===== config.mk =====
export PLATFORM = sky130hd
export DESIGN_NAME = lcg_uniform_noise_generator_unit_flat
export DESIGN_NICKNAME = d
export VERILOG_FILES = /design/src/rtl/lcgn_pkg.sv /design/src/rtl/lcgn_ifs.sv /design/src/rtl/lcgn_cfg_regs.sv /design/src/rtl/lcgn_mul.sv /design/src/rtl/lcg_uniform_noise_generator_unit.sv /design/src/flat_wrapper.sv
export SDC_FILE = /design/constraint.sdc
export NUM_CORES = 2
export LEC_CHECK = 0
export ABC_AREA = 1
export BUFFER_PORTS_ARGS = -buffer_cell sky130_fd_sc_hd__buf_2
export CAP_MARGIN = 25
export CORE_MARGIN = 2
export CORE_UTILIZATION = 24
export CTS_BUF_LIST = sky130_fd_sc_hd__clkbuf_4
export CTS_CLUSTER_DIAMETER = 100
export DETAILED_ROUTE_END_ITERATION = 12
export PLACE_DENSITY = 0.35
export SYNTH_ARGS = -nofsm -noshare
export SYNTH_HDL_FRONTEND = slang
export SYNTH_SLANG_ARGS = --single-unit

===== constraint.sdc =====
create_clock -name i_clk -period 11.3 [get_ports i_clk]
set_input_delay 3.39 -clock i_clk [delete_from_list [all_inputs] [get_ports i_clk]]
set_output_delay 3.39 -clock i_clk [all_outputs]
set_load 0.1 [all_outputs]

===== src/rtl/lcgn_pkg.sv =====
// Shared types and constants for the LCG uniform noise generator.
// No dependencies; compiled first.
`timescale 1ns / 1ps

package lcgn_pkg;

    localparam int STATE_W   = 64;
    localparam int AMP_W     = 32;
    localparam int WSEL_W    = 2;
    localparam int COUNT_W   = 7;
    localparam int SAMPLE_W  = 33;
    localparam int CFG_IDX_W = 3;
    localparam int CFG_DAT_W = 64;

    localparam int MAX_BURST_DEF = 64;

    localparam logic [STATE_W-1:0] MULT_RST = 64'd6364136223846793005;
    localparam logic [STATE_W-1:0] INC_RST  = 64'd1442695040888963407;
    localparam logic [AMP_W-1:0]   AMP_RST  = 32'd65536;
    localparam logic [WSEL_W-1:0]  WSEL_RST = 2'd0;
    localparam logic               SGN_RST  = 1'b1;

    localparam logic CMD_GEN  = 1'b0;
    localparam logic CMD_LOAD = 1'b1;

    localparam logic [WSEL_W-1:0] WSEL_8  = 2'd0;
    localparam logic [WSEL_W-1:0] WSEL_16 = 2'd1;
    localparam logic [WSEL_W-1:0] WSEL_32 = 2'd2;

    typedef enum logic [CFG_IDX_W-1:0] {
        CFG_MULT = 3'd0,
        CFG_INC  = 3'd1,
        CFG_AMP  = 3'd2,
        CFG_WSEL = 3'd3,
        CFG_SGN  = 3'd4
    } t_cfg_idx;

    typedef struct packed {
        logic [STATE_W-1:0] mult;
        logic [STATE_W-1:0] inc;
        logic [AMP_W-1:0]   amp;
        logic [WSEL_W-1:0]  wsel;
        logic               sgn;
    } t_cfg;

endpackage


===== src/rtl/lcgn_ifs.sv =====
// Handshake interfaces: command words in, sample words out, config writes.
// Depends on lcgn_pkg.
`timescale 1ns / 1ps

interface lcgn_cmd_if;
    import lcgn_pkg::*;
    logic               valid;
    logic               ready;
    logic               cmd;
    logic [STATE_W-1:0] seed_value;
    logic [COUNT_W-1:0] sample_count;

    modport source (output valid, cmd, seed_value, sample_count, input ready);
    modport sink   (input valid, cmd, seed_value, sample_count, output ready);
endinterface

interface lcgn_smp_if;
    import lcgn_pkg::*;
    logic                       valid;
    logic                       ready;
    logic signed [SAMPLE_W-1:0] sample;
    logic [STATE_W-1:0]         state_after;
    logic                       last;

    modport source (output valid, sample, state_after, last, input ready);
    modport sink   (input valid, sample, state_after, last, output ready);
endinterface

interface lcgn_cfg_if;
    import lcgn_pkg::*;
    logic                 valid;
    logic                 ready;
    logic [CFG_IDX_W-1:0] index;
    logic [CFG_DAT_W-1:0] data;

    modport source (output valid, index, data, input ready);
    modport sink   (input valid, index, data, output ready);
endinterface


===== src/rtl/lcgn_cfg_regs.sv =====
// Configuration register file: multiplier, increment, amplitude, width, mode.
// Depends on lcgn_pkg and lcgn_cfg_if.
`timescale 1ns / 1ps

module lcgn_cfg_regs (
    input  logic          i_clk,
    input  logic          i_rst_n,
    lcgn_cfg_if.sink      i_cfg_ch,
    output lcgn_pkg::t_cfg o_cfg
);
    import lcgn_pkg::*;

    t_cfg r_cfg;

    assign i_cfg_ch.ready = 1'b1;
    assign o_cfg          = r_cfg;

    always_ff @(posedge i_clk) begin
        if (!i_rst_n) begin
            r_cfg.mult <= MULT_RST;
            r_cfg.inc  <= INC_RST;
            r_cfg.amp  <= AMP_RST;
            r_cfg.wsel <= WSEL_RST;
            r_cfg.sgn  <= SGN_RST;
        end else if (i_cfg_ch.valid) begin
            unique case (i_cfg_ch.index)
                CFG_MULT: r_cfg.mult <= i_cfg_ch.data;
                CFG_INC:  r_cfg.inc  <= i_cfg_ch.data;
                CFG_AMP:  r_cfg.amp  <= i_cfg_ch.data[AMP_W-1:0];
                CFG_WSEL: r_cfg.wsel <= i_cfg_ch.data[WSEL_W-1:0];
                CFG_SGN:  r_cfg.sgn  <= i_cfg_ch.data[0];
                default: begin
                end
            endcase
        end
    end

endmodule


===== src/rtl/lcgn_mul.sv =====
// Shared 32x32 unsigned multiplier with registered product.
// No package dependencies.
`timescale 1ns / 1ps

module lcgn_mul (
    input  logic        i_clk,
    input  logic        i_en,
    input  logic [31:0] i_a,
    input  logic [31:0] i_b,
    output logic [63:0] o_prod
);

    logic [63:0] r_prod;

    assign o_prod = r_prod;

    always_ff @(posedge i_clk) begin
        if (i_en) begin
            r_prod <= {32'd0, i_a} * {32'd0, i_b};
        end
    end

endmodule


===== src/rtl/lcg_uniform_noise_generator_unit.sv =====
// Top level of the LCG uniform noise generator: sequencer and datapath.
// Depends on lcgn_pkg, lcgn_ifs, lcgn_cfg_regs, lcgn_mul.
//
//  channel    dir  word                                     accepted when
//  i_cmd_ch   in   cmd, seed_value[63:0], sample_count[6:0]  valid & ready
//  o_smp_ch   out  sample[32:0], state_after[63:0], last     valid & ready
//  i_cfg_ch   in   index[2:0], data[63:0]                    valid & ready (always ready)
//
// Each sample runs through LCG0-LCG3, FRAC, SCL0, SCL1 and SAT and uses one shared
// 32x32 multiplier: three partial products for the 64-bit state update, two for
// amplitude scaling. Each sample waits in SAT for the output register; a load goes
// through LOAD. Command ready is high only in the idle state.
// The output register holds one word, so the next sample is computed while
// the previous waits; a stalled sink holds the sequencer at the round step.
// Synchronous active-low reset; no clearing pass.
`timescale 1ns / 1ps

module lcg_uniform_noise_generator_unit #(
    parameter int MAX_BURST = lcgn_pkg::MAX_BURST_DEF
) (
    input  logic      i_clk,
    input  logic      i_rst_n,
    lcgn_cmd_if.sink  i_cmd_ch,
    lcgn_smp_if.source o_smp_ch,
    lcgn_cfg_if.sink  i_cfg_ch
);
    import lcgn_pkg::*;

    localparam int LeftW = $clog2(MAX_BURST + 1);
    localparam int MagW  = 17;

    typedef enum logic [9:0] {
        ST_IDLE = 10'b00_0000_0001,
        ST_LOAD = 10'b00_0000_0010,
        ST_LCG0 = 10'b00_0000_0100,
        ST_LCG1 = 10'b00_0000_1000,
        ST_LCG2 = 10'b00_0001_0000,
        ST_LCG3 = 10'b00_0010_0000,
        ST_FRAC = 10'b00_0100_0000,
        ST_SCL0 = 10'b00_1000_0000,
        ST_SCL1 = 10'b01_0000_0000,
        ST_SAT  = 10'b10_0000_0000
    } t_st;

    t_cfg w_cfg;

    t_st                r_st;
    logic [STATE_W-1:0] r_state;
    logic [LeftW-1:0]   r_left;
    logic [STATE_W-1:0] r_acc;
    logic [STATE_W-1:0] r_fmag;
    logic [AMP_W-1:0]   r_amag;
    logic               r_neg;

    logic                       r_ovalid;
    logic signed [SAMPLE_W-1:0] r_sample;
    logic [STATE_W-1:0]         r_state_after;
    logic                       r_last;

    logic        w_mul_en;
    logic [31:0] w_mul_a;
    logic [31:0] w_mul_b;
    logic [63:0] w_prod;
    logic        w_slot_free;
    logic        w_out_set;
    logic        w_cmd_acc;
    logic [COUNT_W-1:0] w_count;
    logic [LeftW-1:0]   w_count_clamped;

    lcgn_cfg_regs u_cfg (
        .i_clk   (i_clk),
        .i_rst_n (i_rst_n),
        .i_cfg_ch(i_cfg_ch),
        .o_cfg   (w_cfg)
    );

    lcgn_mul u_mul (
        .i_clk (i_clk),
        .i_en  (w_mul_en),
        .i_a   (w_mul_a),
        .i_b   (w_mul_b),
        .o_prod(w_prod)
    );

    // round half away from zero, then clamp to the selected width
    function automatic logic [SAMPLE_W-1:0] f_round_sat(
        input logic [STATE_W-1:0] mid,
        input logic               sgn,
        input logic               neg_sign,
        input logic [WSEL_W-1:0]  wsel
    );
        logic [STATE_W:0]     sum;
        logic [STATE_W:0]     shifted;
        logic [MagW-1:0]      mag;
        logic signed [MagW:0] v;
        logic signed [33:0]   v_ext;
        logic signed [33:0]   hi;
        logic signed [33:0]   lo;
        logic signed [33:0]   res;
        sum     = {1'b0, mid} + (sgn ? (65'd1 << 46) : (65'd1 << 47));
        shifted = sgn ? (sum >> 47) : (sum >> 48);
        mag     = shifted[MagW-1:0];
        v       = (neg_sign && (mag != '0)) ? -$signed({1'b0, mag}) : $signed({1'b0, mag});
        v_ext   = 34'(v);
        case (wsel)
            WSEL_8: begin
                hi = sgn ? 34'sd127 : 34'sd255;
                lo = sgn ? -34'sd128 : 34'sd0;
            end
            WSEL_16: begin
                hi = sgn ? 34'sd32767 : 34'sd65535;
                lo = sgn ? -34'sd32768 : 34'sd0;
            end
            default: begin
                hi = sgn ? 34'sd2147483647 : 34'sd4294967295;
                lo = sgn ? -34'sd2147483648 : 34'sd0;
            end
        endcase
        if (v_ext > hi) begin
            res = hi;
        end else if (v_ext < lo) begin
            res = lo;
        end else begin
            res = v_ext;
        end
        return res[SAMPLE_W-1:0];
    endfunction

    assign w_slot_free     = !r_ovalid || o_smp_ch.ready;
    assign w_out_set       = w_slot_free && ((r_st == ST_LOAD) || (r_st == ST_SAT));
    assign i_cmd_ch.ready  = (r_st == ST_IDLE);
    assign w_cmd_acc       = i_cmd_ch.valid && i_cmd_ch.ready;
    assign w_count         = i_cmd_ch.sample_count;
    assign w_count_clamped = (w_count > COUNT_W'(MAX_BURST)) ? LeftW'(MAX_BURST)
                                                             : LeftW'(w_count);

    assign o_smp_ch.valid       = r_ovalid;
    assign o_smp_ch.sample      = r_sample;
    assign o_smp_ch.state_after = r_state_after;
    assign o_smp_ch.last        = r_last;

    always_comb begin
        w_mul_en = 1'b1;
        w_mul_a  = '0;
        w_mul_b  = '0;
        unique case (r_st)
            ST_LCG0: begin
                w_mul_a = r_state[31:0];
                w_mul_b = w_cfg.mult[31:0];
            end
            ST_LCG1: begin
                w_mul_a = r_state[31:0];
                w_mul_b = w_cfg.mult[63:32];
            end
            ST_LCG2: begin
                w_mul_a = r_state[63:32];
                w_mul_b = w_cfg.mult[31:0];
            end
            ST_SCL0: begin
                w_mul_a = r_amag;
                w_mul_b = r_fmag[31:0];
            end
            ST_SCL1: begin
                w_mul_a = r_amag;
                w_mul_b = r_fmag[63:32];
            end
            default: begin
                w_mul_en = 1'b0;
            end
        endcase
    end

    always_ff @(posedge i_clk) begin
        if (!i_rst_n) begin
            r_st     <= ST_IDLE;
            r_state  <= '0;
            r_left   <= '0;
            r_ovalid <= 1'b0;
        end else begin
            if (o_smp_ch.ready && !w_out_set) begin
                r_ovalid <= 1'b0;
            end
            unique case (r_st)
                ST_IDLE: begin
                    if (w_cmd_acc) begin
                        if (i_cmd_ch.cmd == CMD_LOAD) begin
                            r_state <= i_cmd_ch.seed_value;
                            r_left  <= '0;
                            r_st    <= ST_LOAD;
                        end else if (w_count_clamped != '0) begin
                            r_left <= w_count_clamped;
                            r_st   <= ST_LCG0;
                        end
                    end
                end
                ST_LOAD: begin
                    if (w_slot_free) begin
                        r_ovalid      <= 1'b1;
                        r_sample      <= '0;
                        r_state_after <= r_state;
                        r_last        <= 1'b1;
                        r_st          <= ST_IDLE;
                    end
                end
                ST_LCG0: begin
                    r_st <= ST_LCG1;
                end
                ST_LCG1: begin
                    r_acc <= w_prod + w_cfg.inc;
                    r_st  <= ST_LCG2;
                end
                ST_LCG2: begin
                    r_acc[63:32] <= r_acc[63:32] + w_prod[31:0];
                    r_st         <= ST_LCG3;
                end
                ST_LCG3: begin
                    r_state <= {r_acc[63:32] + w_prod[31:0], r_acc[31:0]};
                    r_left  <= r_left - LeftW'(1);
                    r_st    <= ST_FRAC;
                end
                ST_FRAC: begin
                    if (!w_cfg.sgn) begin
                        r_fmag <= r_state;
                    end else if (r_state[63]) begin
                        r_fmag <= {1'b0, r_state[62:0]};
                    end else begin
                        r_fmag <= {1'b1, 63'd0} - r_state;
                    end
                    r_amag <= w_cfg.amp[AMP_W-1] ? (AMP_W'(0) - w_cfg.amp) : w_cfg.amp;
                    r_neg  <= w_cfg.amp[AMP_W-1] ^ (w_cfg.sgn && !r_state[63]);
                    r_st   <= ST_SCL0;
                end
                ST_SCL0: begin
                    r_st <= ST_SCL1;
                end
                ST_SCL1: begin
                    r_acc <= {32'd0, w_prod[63:32]};
                    r_st  <= ST_SAT;
                end
                ST_SAT: begin
                    if (w_slot_free) begin
                        r_ovalid      <= 1'b1;
                        r_sample      <= f_round_sat(r_acc + w_prod, w_cfg.sgn, r_neg,
                                                     w_cfg.wsel);
                        r_state_after <= r_state;
                        r_last        <= (r_left == '0);
                        r_st          <= (r_left == '0) ? ST_IDLE : ST_LCG0;
                    end
                end
                default: begin
                    r_st <= ST_IDLE;
                end
            endcase
        end
    end

endmodule

===== src/flat_wrapper.sv =====
// flat-port wrapper written by rule: the top's interface ports become plain ports
module lcg_uniform_noise_generator_unit_flat import lcgn_pkg::*;
#(
    parameter int MAX_BURST = lcgn_pkg::MAX_BURST_DEF
)
  (i_clk, i_rst_n, i_cmd_ch_valid, i_cmd_ch_cmd, i_cmd_ch_seed_value, i_cmd_ch_sample_count, i_cmd_ch_ready, o_smp_ch_valid, o_smp_ch_sample, o_smp_ch_state_after, o_smp_ch_last, o_smp_ch_ready, i_cfg_ch_valid, i_cfg_ch_index, i_cfg_ch_data, i_cfg_ch_ready);
  lcgn_cmd_if i_cmd_ch_i ();
  lcgn_smp_if o_smp_ch_i ();
  lcgn_cfg_if i_cfg_ch_i ();
  input  logic i_clk;
  input  logic i_rst_n;
  input wire logic [$bits(i_cmd_ch_i.valid)-1:0] i_cmd_ch_valid;
  input wire logic [$bits(i_cmd_ch_i.cmd)-1:0] i_cmd_ch_cmd;
  input wire logic [$bits(i_cmd_ch_i.seed_value)-1:0] i_cmd_ch_seed_value;
  input wire logic [$bits(i_cmd_ch_i.sample_count)-1:0] i_cmd_ch_sample_count;
  output wire logic [$bits(i_cmd_ch_i.ready)-1:0] i_cmd_ch_ready;
  output wire logic [$bits(o_smp_ch_i.valid)-1:0] o_smp_ch_valid;
  output wire logic [$bits(o_smp_ch_i.sample)-1:0] o_smp_ch_sample;
  output wire logic [$bits(o_smp_ch_i.state_after)-1:0] o_smp_ch_state_after;
  output wire logic [$bits(o_smp_ch_i.last)-1:0] o_smp_ch_last;
  input wire logic [$bits(o_smp_ch_i.ready)-1:0] o_smp_ch_ready;
  input wire logic [$bits(i_cfg_ch_i.valid)-1:0] i_cfg_ch_valid;
  input wire logic [$bits(i_cfg_ch_i.index)-1:0] i_cfg_ch_index;
  input wire logic [$bits(i_cfg_ch_i.data)-1:0] i_cfg_ch_data;
  output wire logic [$bits(i_cfg_ch_i.ready)-1:0] i_cfg_ch_ready;
  assign i_cmd_ch_i.valid = i_cmd_ch_valid;
  assign i_cmd_ch_i.cmd = i_cmd_ch_cmd;
  assign i_cmd_ch_i.seed_value = i_cmd_ch_seed_value;
  assign i_cmd_ch_i.sample_count = i_cmd_ch_sample_count;
  assign i_cmd_ch_ready = i_cmd_ch_i.ready;
  assign o_smp_ch_valid = o_smp_ch_i.valid;
  assign o_smp_ch_sample = o_smp_ch_i.sample;
  assign o_smp_ch_state_after = o_smp_ch_i.state_after;
  assign o_smp_ch_last = o_smp_ch_i.last;
  assign o_smp_ch_i.ready = o_smp_ch_ready;
  assign i_cfg_ch_i.valid = i_cfg_ch_valid;
  assign i_cfg_ch_i.index = i_cfg_ch_index;
  assign i_cfg_ch_i.data = i_cfg_ch_data;
  assign i_cfg_ch_ready = i_cfg_ch_i.ready;
  lcg_uniform_noise_generator_unit #(.MAX_BURST(MAX_BURST)) u_core (.i_clk(i_clk), .i_rst_n(i_rst_n), .i_cmd_ch(i_cmd_ch_i), .o_smp_ch(o_smp_ch_i), .i_cfg_ch(i_cfg_ch_i));
endmodule

== Word level (Yosys, flattened, before mapping) ==
Cells that the tools add are included.
Storage, ports and cells
  flip-flop bits (word level): 568
  input port bits: 144
  output and inout port bits: 101
  logic and storage cells: 140
Operators by class
  add/subtract/negate cells: 8
  multipliers: 1
  order comparisons: 3
  equality and inequality tests: 20
  mux-type cells: 51
  bitwise operators: 1
  reduce and logical (&&, ||, !) cells: 37
Operators with widths (number)
  two-way mux 34 bit: 9
  two-way mux 64 bit: 4
  case mux 32 bit (3 select lines): 2
  case mux 34 bit (2 select lines): 2
  two-way mux 33 bit: 4
  adder 64 bit: 2
  case mux 32 bit (4 select lines): 1
  case mux 64 bit (2 select lines): 1
  case mux 10 bit (10 select lines): 1
  case mux 33 bit (2 select lines): 1
  adder 64 x 48 -> 65 bit: 1
  multiplier 32 x 32 -> 64 bit: 1
  case mux 32 bit (2 select lines): 1
  subtractor 64 bit, first input constant: 1
  two-way mux 10 bit: 5
  two-way mux 48 bit: 1
  > comparator 18 x 34 -> 1 bit: 1
  less-than comparator 18 x 34 -> 1 bit: 1
  adder 32 bit: 1
  two-way mux 32 bit: 1
  subtractor 1 x 32 -> 32 bit, first input constant: 1
  two-way mux 31 bit: 1
  two-way mux 7 bit: 4
  two-way mux 18 bit: 1
  other kinds (43): 73

== Logic depth before layout (Yosys ltp) ==
  depth after elaboration: 11
  depth in mapped cells: 50
  gate-level depth less buffers: 49

== Modules after synthesis ==
Synthesis repeated with hierarchy kept, for this count alone.
Unflattened totals
  cell total of the unflattened synthesis: 9918
  area, all modules: 72036.6 sq um
Modules (own cells, without submodules)
  lcgn_mul: times used 1, cells an instance 5020, area each 38054.0 sq um, sequential area each 1921.8 sq um
  lcg_uniform_noise_generator_unit: times used 1, cells an instance 4016, area each 27732.8 sq um, sequential area each 9028.7 sq um
  lcgn_cfg_regs: times used 1, cells an instance 882, area each 6249.7 sq um, sequential area each 3263.1 sq um

== Worst setup path after synthesis ==
Ideal clock, no wire load.
  path kind: register to register
  start point: register u_core.r_st[6]
  end point: register u_core.u_mul.r_prod[51], in the netlist u_core.u_mul.o_prod[51] (data pin)
  setup time: 0.259 ns
  arrival: 9.122 ns
  required time: 11.041 ns
  slack: 1.919 ns
  stages on the path, launching flop included: 43
  path buffers: 3
  clock period less this slack: 9.381 ns
  cell sequence: dfxtp_1 nor2_1 inv_1 nor2_1 inv_1 nor2_1 inv_1 nor3_1 clkinv_1 nand2_1 buf_1 clkbuf_1 a21oi_1 clkbuf_1 nor2_1 fa_1 fa_1 fa_1 (+7 left out) fa_1 fa_1 ha_1 a21oi_1 o21ai_0 a21oi_1 inv_1 a21oi_1 inv_1 a21oi_1 o21ai_0 a21oi_1 o21ai_0 a21oi_1 o21ai_0 nand2_1 nand2_1 xor2_1
On the way
  cells in the longest elaborated chain, start to end: 4
  elaborated cells on any way between the ends: 11
  those cells by class: mul: 1; eq/ne: 5; mux: 2; reduce/logical: 3
RTL lines
  start: declaration: RTL line lcg_uniform_noise_generator_unit.sv:47  | t_st r_st;
  start signal: assignment: RTL line lcg_uniform_noise_generator_unit.sv:247  | r_st <= (r_left == '0) ? ST_IDLE : ST_LCG0;
  == test 10 x 3 -> 1 bit, or another cell as far along: RTL line lcg_uniform_noise_generator_unit.sv:146  | unique case (r_st)
  OR reduction 2 bit (no line)
  case mux 32 bit (4 select lines) / case mux 32 bit (3 select lines) (equally long branches): RTL line lcg_uniform_noise_generator_unit.sv:146
  multiplier 32 x 32 -> 64 bit (*): RTL line lcgn_mul.sv:19  | r_prod <= {32'd0, i_a} * {32'd0, i_b};
  end signal: assignment: RTL line lcgn_mul.sv:19
  end: declaration: RTL line lcgn_mul.sv:13  | logic [63:0] r_prod;
Mark *: on every way between the ends. The rest lies on a longest branch, timed or not.
A chain may end at the register's enable or synchronous reset.

== Final worst setup path ==
  start point: register u_core.r_st[6]
  end point: register u_core.u_mul.r_prod[59], in the netlist u_core.u_mul.o_prod[59] (data pin)
Same word-level chain as after synthesis.

==> summary.txt <==
Pwr
  – Leak: 0.03523 µW
  – Clk pwr share: 34.2%
  – Comb pwr share: 24.1%
  – Maximum VDD drop: 0.1111 mV
  – Flop pwr share: 41.7%
  – PwrDens: 80.62 nW/µm²
  – Sw Ratio: 38.73%
  – NetSw: 2328 µW
  – Cell-internal power: 3683 µW

Worst setup path
  – Worst Setup Path Type: register to register
  – Reg-to-Reg Start: u_core.r_st[6]$_SDFFE_PN0P_
  – FF-to-FF setup slack: 0.72 ns
  – Max stage delay cell, worst path: a2111oi_0
  – Register-to-Register Path Depth: 38
  – Setup crit end: u_core.u_mul.o_prod[59]$_DFFE_PP_
  – CP Data Arrival Time: 11.44 ns
  – R2R Path End: u_core.u_mul.o_prod[59]$_DFFE_PP_
  – Critical path depth: 38
  – Crit end category: register
  – Critical path's most frequent cell: inv_1
  – Beginning of the critical path: u_core.r_st[6]$_SDFFE_PN0P_
  – Setup crit start kind: register
  – Required time of the critical path: 12.16 ns
  – Slowest stage delay, CP: 0.66 ns
  – Critical path fanouts, max: 13
  – Critical path buffers and inverters: 15
  – CP top delay family: adder cells

Synthesis
  – Synth Register Bits: 555
  – Synth unique cells: 60
  – YS warnings: 0
  – Predominant post-synthesis flop cell: edfxtp_1
  – Asr flop ratio synth: 0%
  – Register area share after synthesis: 21.59%
  – Syn avg cell area: 7.925 µm²
  – Number of flops mapped to enable cells by yosys: 310
  – Post-Syn Nets: 9800
  – Synthesized instance count: 8308
  – Post-Syn Area: 65840 µm²

Floorplan
  – Core footprint: 273100 µm²
  – Num rows: 192
  – Starting density of the core: 24.10%
  – I/O pins: 245
  – Die width: 527.8 µm
  – Area of the die: 278500 µm²
  – Die Y: 527.8 µm

Global routing
  – GRT Residual Overflow: 0
  – Pin count of the biggest net entering global routing: 74
  – Initial antenna violation count: 23
  – First-pass GRT wire length: 456200 µm
  – Total Routing Usage GR: 23.25%
  – Vias in the first global route: 59770

STA
  – Slew @ Worst Pin: 1.118 ns
  – PnR worst setup slack: 0.7204 ns
  – Final setup fails: 0
  – Clock Skews: 0.1185 ns
  – Slew headroom: 24.94%
  – Final slew viol count: 0
  – Tcrit/Tclk final: 93.62%
  – Final Hold Viols: 0
  – Minimum clock period: 10.58 ns
  – RSZ-0062 raised after global routing: false
  – Fmax: 0.09452 GHz
  – Setup TNS: 0 ns

Routing
  – WL final: 327400 µm
  – DR vias: 58300
  – DR DRC count: 0
  – Drt via density: 4.724
  – WL per Instance: 26.53 µm
  – Router iterations before antenna repair: 5
  – Post-route ant nets: 0
  – Drt first-iter violations: 4471

Layout
  – Most frequent cells in the layout: nand2_1 (1644), inv_1 (1478), nor2_1 (1192)
  – Fill count: 29920
  – Layout Cell Area excl Fill: 74560 µm²
  – Layout net count: 10100
  – Layout cells sized above 1: 9.327%
  – Final Util: 27.30%
  – Syn-to-layout area delta: 13.24%
  – Commonest non-fill, non-tap cell in the layout: nand2_1

Hold path
  – Hold WC Path Type: register to register
  – Hold Path Depth: 2

Clock network
  – Clk buf depth: 3
  – Post-CTS Resized: 0
  – H-tree depth: 4
  – Clock latency on the worst-skew pair: 1.23 ns
  – Clock sink total: 555
  – CTS tree: built
  – Total CTS buffers: 161
  – Reg clk slew, reported paths: 0.07 ns
  – Hold buffer count at CTS: 0
  – Root Buffer: clkbuf_4
  – Post-CTS Setup Repair Bufs: 0

Placement
  – DP Wirelength: 274800 µm
  – GPL Wtd Cong: 0.9341
  – Pre-CTS WS: 0.7941 ns
  – IO buf count: 243
  – Post-DP Area: 72360 µm²

Job
  – # Max-Cap Violations: 0

Outcome
  – Status: completed
power by group through the flow:
stage               clock [µW]  combinational, µW  sequential [µW]
floorplan                    0                760             2490
global placement             0               1430             2550
detailed placement           0               1430             2550
CTS                       2130               1440             2500
global route              2220               1560             2510
finish                    2050               1450             2510
layer usage:
layer | GRT usage (%) | routed length, µm | vias up | share of wire, %
met4 | 10.37 | 14990 | 4 | 4.6
li1 | - | - | 26590 | -
met1 | 30.12 | 141600 | 29550 | 43
met5 | 0 | 26 | - | 0.0079
met3 | 2.643 | 14820 | 413 | 4.5
met2 | 38.80 | 156000 | 1744 | 48
sequential cells by signal, indices dropped and copies added, names as in the netlist, 7 cells and up:
| name | count |
|---|---|
| u_core.o_smp_ch.sample | 20 |
| u_core.o_smp_ch.state_after | 64 |
| u_core.r_acc | 64 |
| u_core.r_amag | 32 |
| u_core.r_fmag | 64 |
| u_core.r_left | 7 |
| u_core.r_st | 10 |
| u_core.r_state | 64 |
| u_core.u_cfg.o_cfg | 163 |
| u_core.u_mul.o_prod | 64 |
Yosys cell counts, drive strengths merged (2+ instances only):
master   number  area (µm²)
a211oi       10       75.07
inv        1486        5578
o21bai       17       127.6
o22ai         9       56.30
nor4         34       227.7
or2          22       137.6
a22o          7       61.31
fa          899       18000
nand4        39       244.0
xnor2        66       578.1
o21a         22       165.2
a31oi        95       594.3
clkinv       25       93.84
ha          449        5618
xor2        167        1463
nor3         77       405.4
edfxtp      310        9309
o31ai         5       37.54
o2111ai       4       35.03
o41ai         2       17.52
o21ai       375        1888
o311ai        3       26.28
nand2      1652        6213
nand3       246        1271
o221ai        6       52.55
dfxtp       245        4905
nand3b        4       30.03
a41oi         2       17.52
a21boi       21       157.7
a21o          6       45.04
o211ai       16       120.1
a21oi       421        2107
nor2       1209        4576
and2          7       43.79
clkbuf      279        1047
buf          32       183.9
nor3b         5       42.54
a221oi       26       227.7
stage by stage:
stage	instances	hold WS, ns	power, µW
2_1_floorplan	8308	0.4064	3252
5_1_grt	12330	0.5057	6290
4_1_cts	12330	0.4759	6070
6_report	12340	0.4741	6011
3_3_place_gp	12020	0.4527	3982
3_5_place_dp	12030	0.4607	3978
cell families (layout without fill, tap and decap cells):
logic type / count (synthesis) / count (layout) / synth area share [%]
xor gates and xnor gates: 233 / 233 / 3.099
DFF: 555 / 555 / 21.59
and+or+nand+nor: 3297 / 3297 / 20.05
other: 1 / 15 / 0.005696
adders and majority gates: 1348 / 1348 / 35.87
buffers and inverters: 1822 / 2252 / 10.48
AOI/OAI and AO/OA: 1052 / 1052 / 8.901
worst min path at each step:
stage | start | endpoint | slack [ns]
floorplan | u_core.r_state[33]$_SDFFE_PN0P_ | u_core.o_smp_ch.state_after[33]$_DFFE_PP_ | 0.41
global placement | u_core.u_cfg.o_cfg[113]$_SDFFE_PN1P_ | u_core.u_cfg.o_cfg[113]$_SDFFE_PN1P_ | 0.45
detailed placement | u_core.u_cfg.o_cfg[113]$_SDFFE_PN1P_ | u_core.u_cfg.o_cfg[113]$_SDFFE_PN1P_ | 0.46
CTS | u_core.u_cfg.o_cfg[113]$_SDFFE_PN1P_ | u_core.u_cfg.o_cfg[113]$_SDFFE_PN1P_ | 0.48
global route | u_core.u_cfg.o_cfg[125]$_SDFFE_PN1P_ | u_core.u_cfg.o_cfg[125]$_SDFFE_PN1P_ | 0.51
finish | u_core.u_cfg.o_cfg[1]$_SDFFE_PN0P_ | u_core.u_cfg.o_cfg[1]$_SDFFE_PN0P_ | 0.47
cell type report:
type                       count  area, µm²  share of cell area [%]
antenna                       14      35.03                 0.04699
clock buffer                 227       1704                   2.286
inverter                    1511       5672                   7.607
sequential                   555      14210                   19.06
clock inverter                70      432.9                  0.5806
tap                         3589       4491                   6.023
timing repair buffer         444       2890                   3.877
multi-input combinational   5931      45120                   60.52
worst reg2reg max path, delay by kind of cell, from the launching register on:
| kind | cells | cell delay, ns |
|---|---|---|
| and+or+nand+nor | 8 | 1.48 |
| buffers and inverters | 15 | 2.32 |
| AOI/OAI and AO/OA | 5 | 1.68 |
| adders and majority gates | 9 | 4.25 |
| xor gates and xnor gates | 1 | 0.21 |
| DFF | 1 | 0.35 |
No activity file was read; power rests on OpenSTA's default activity.
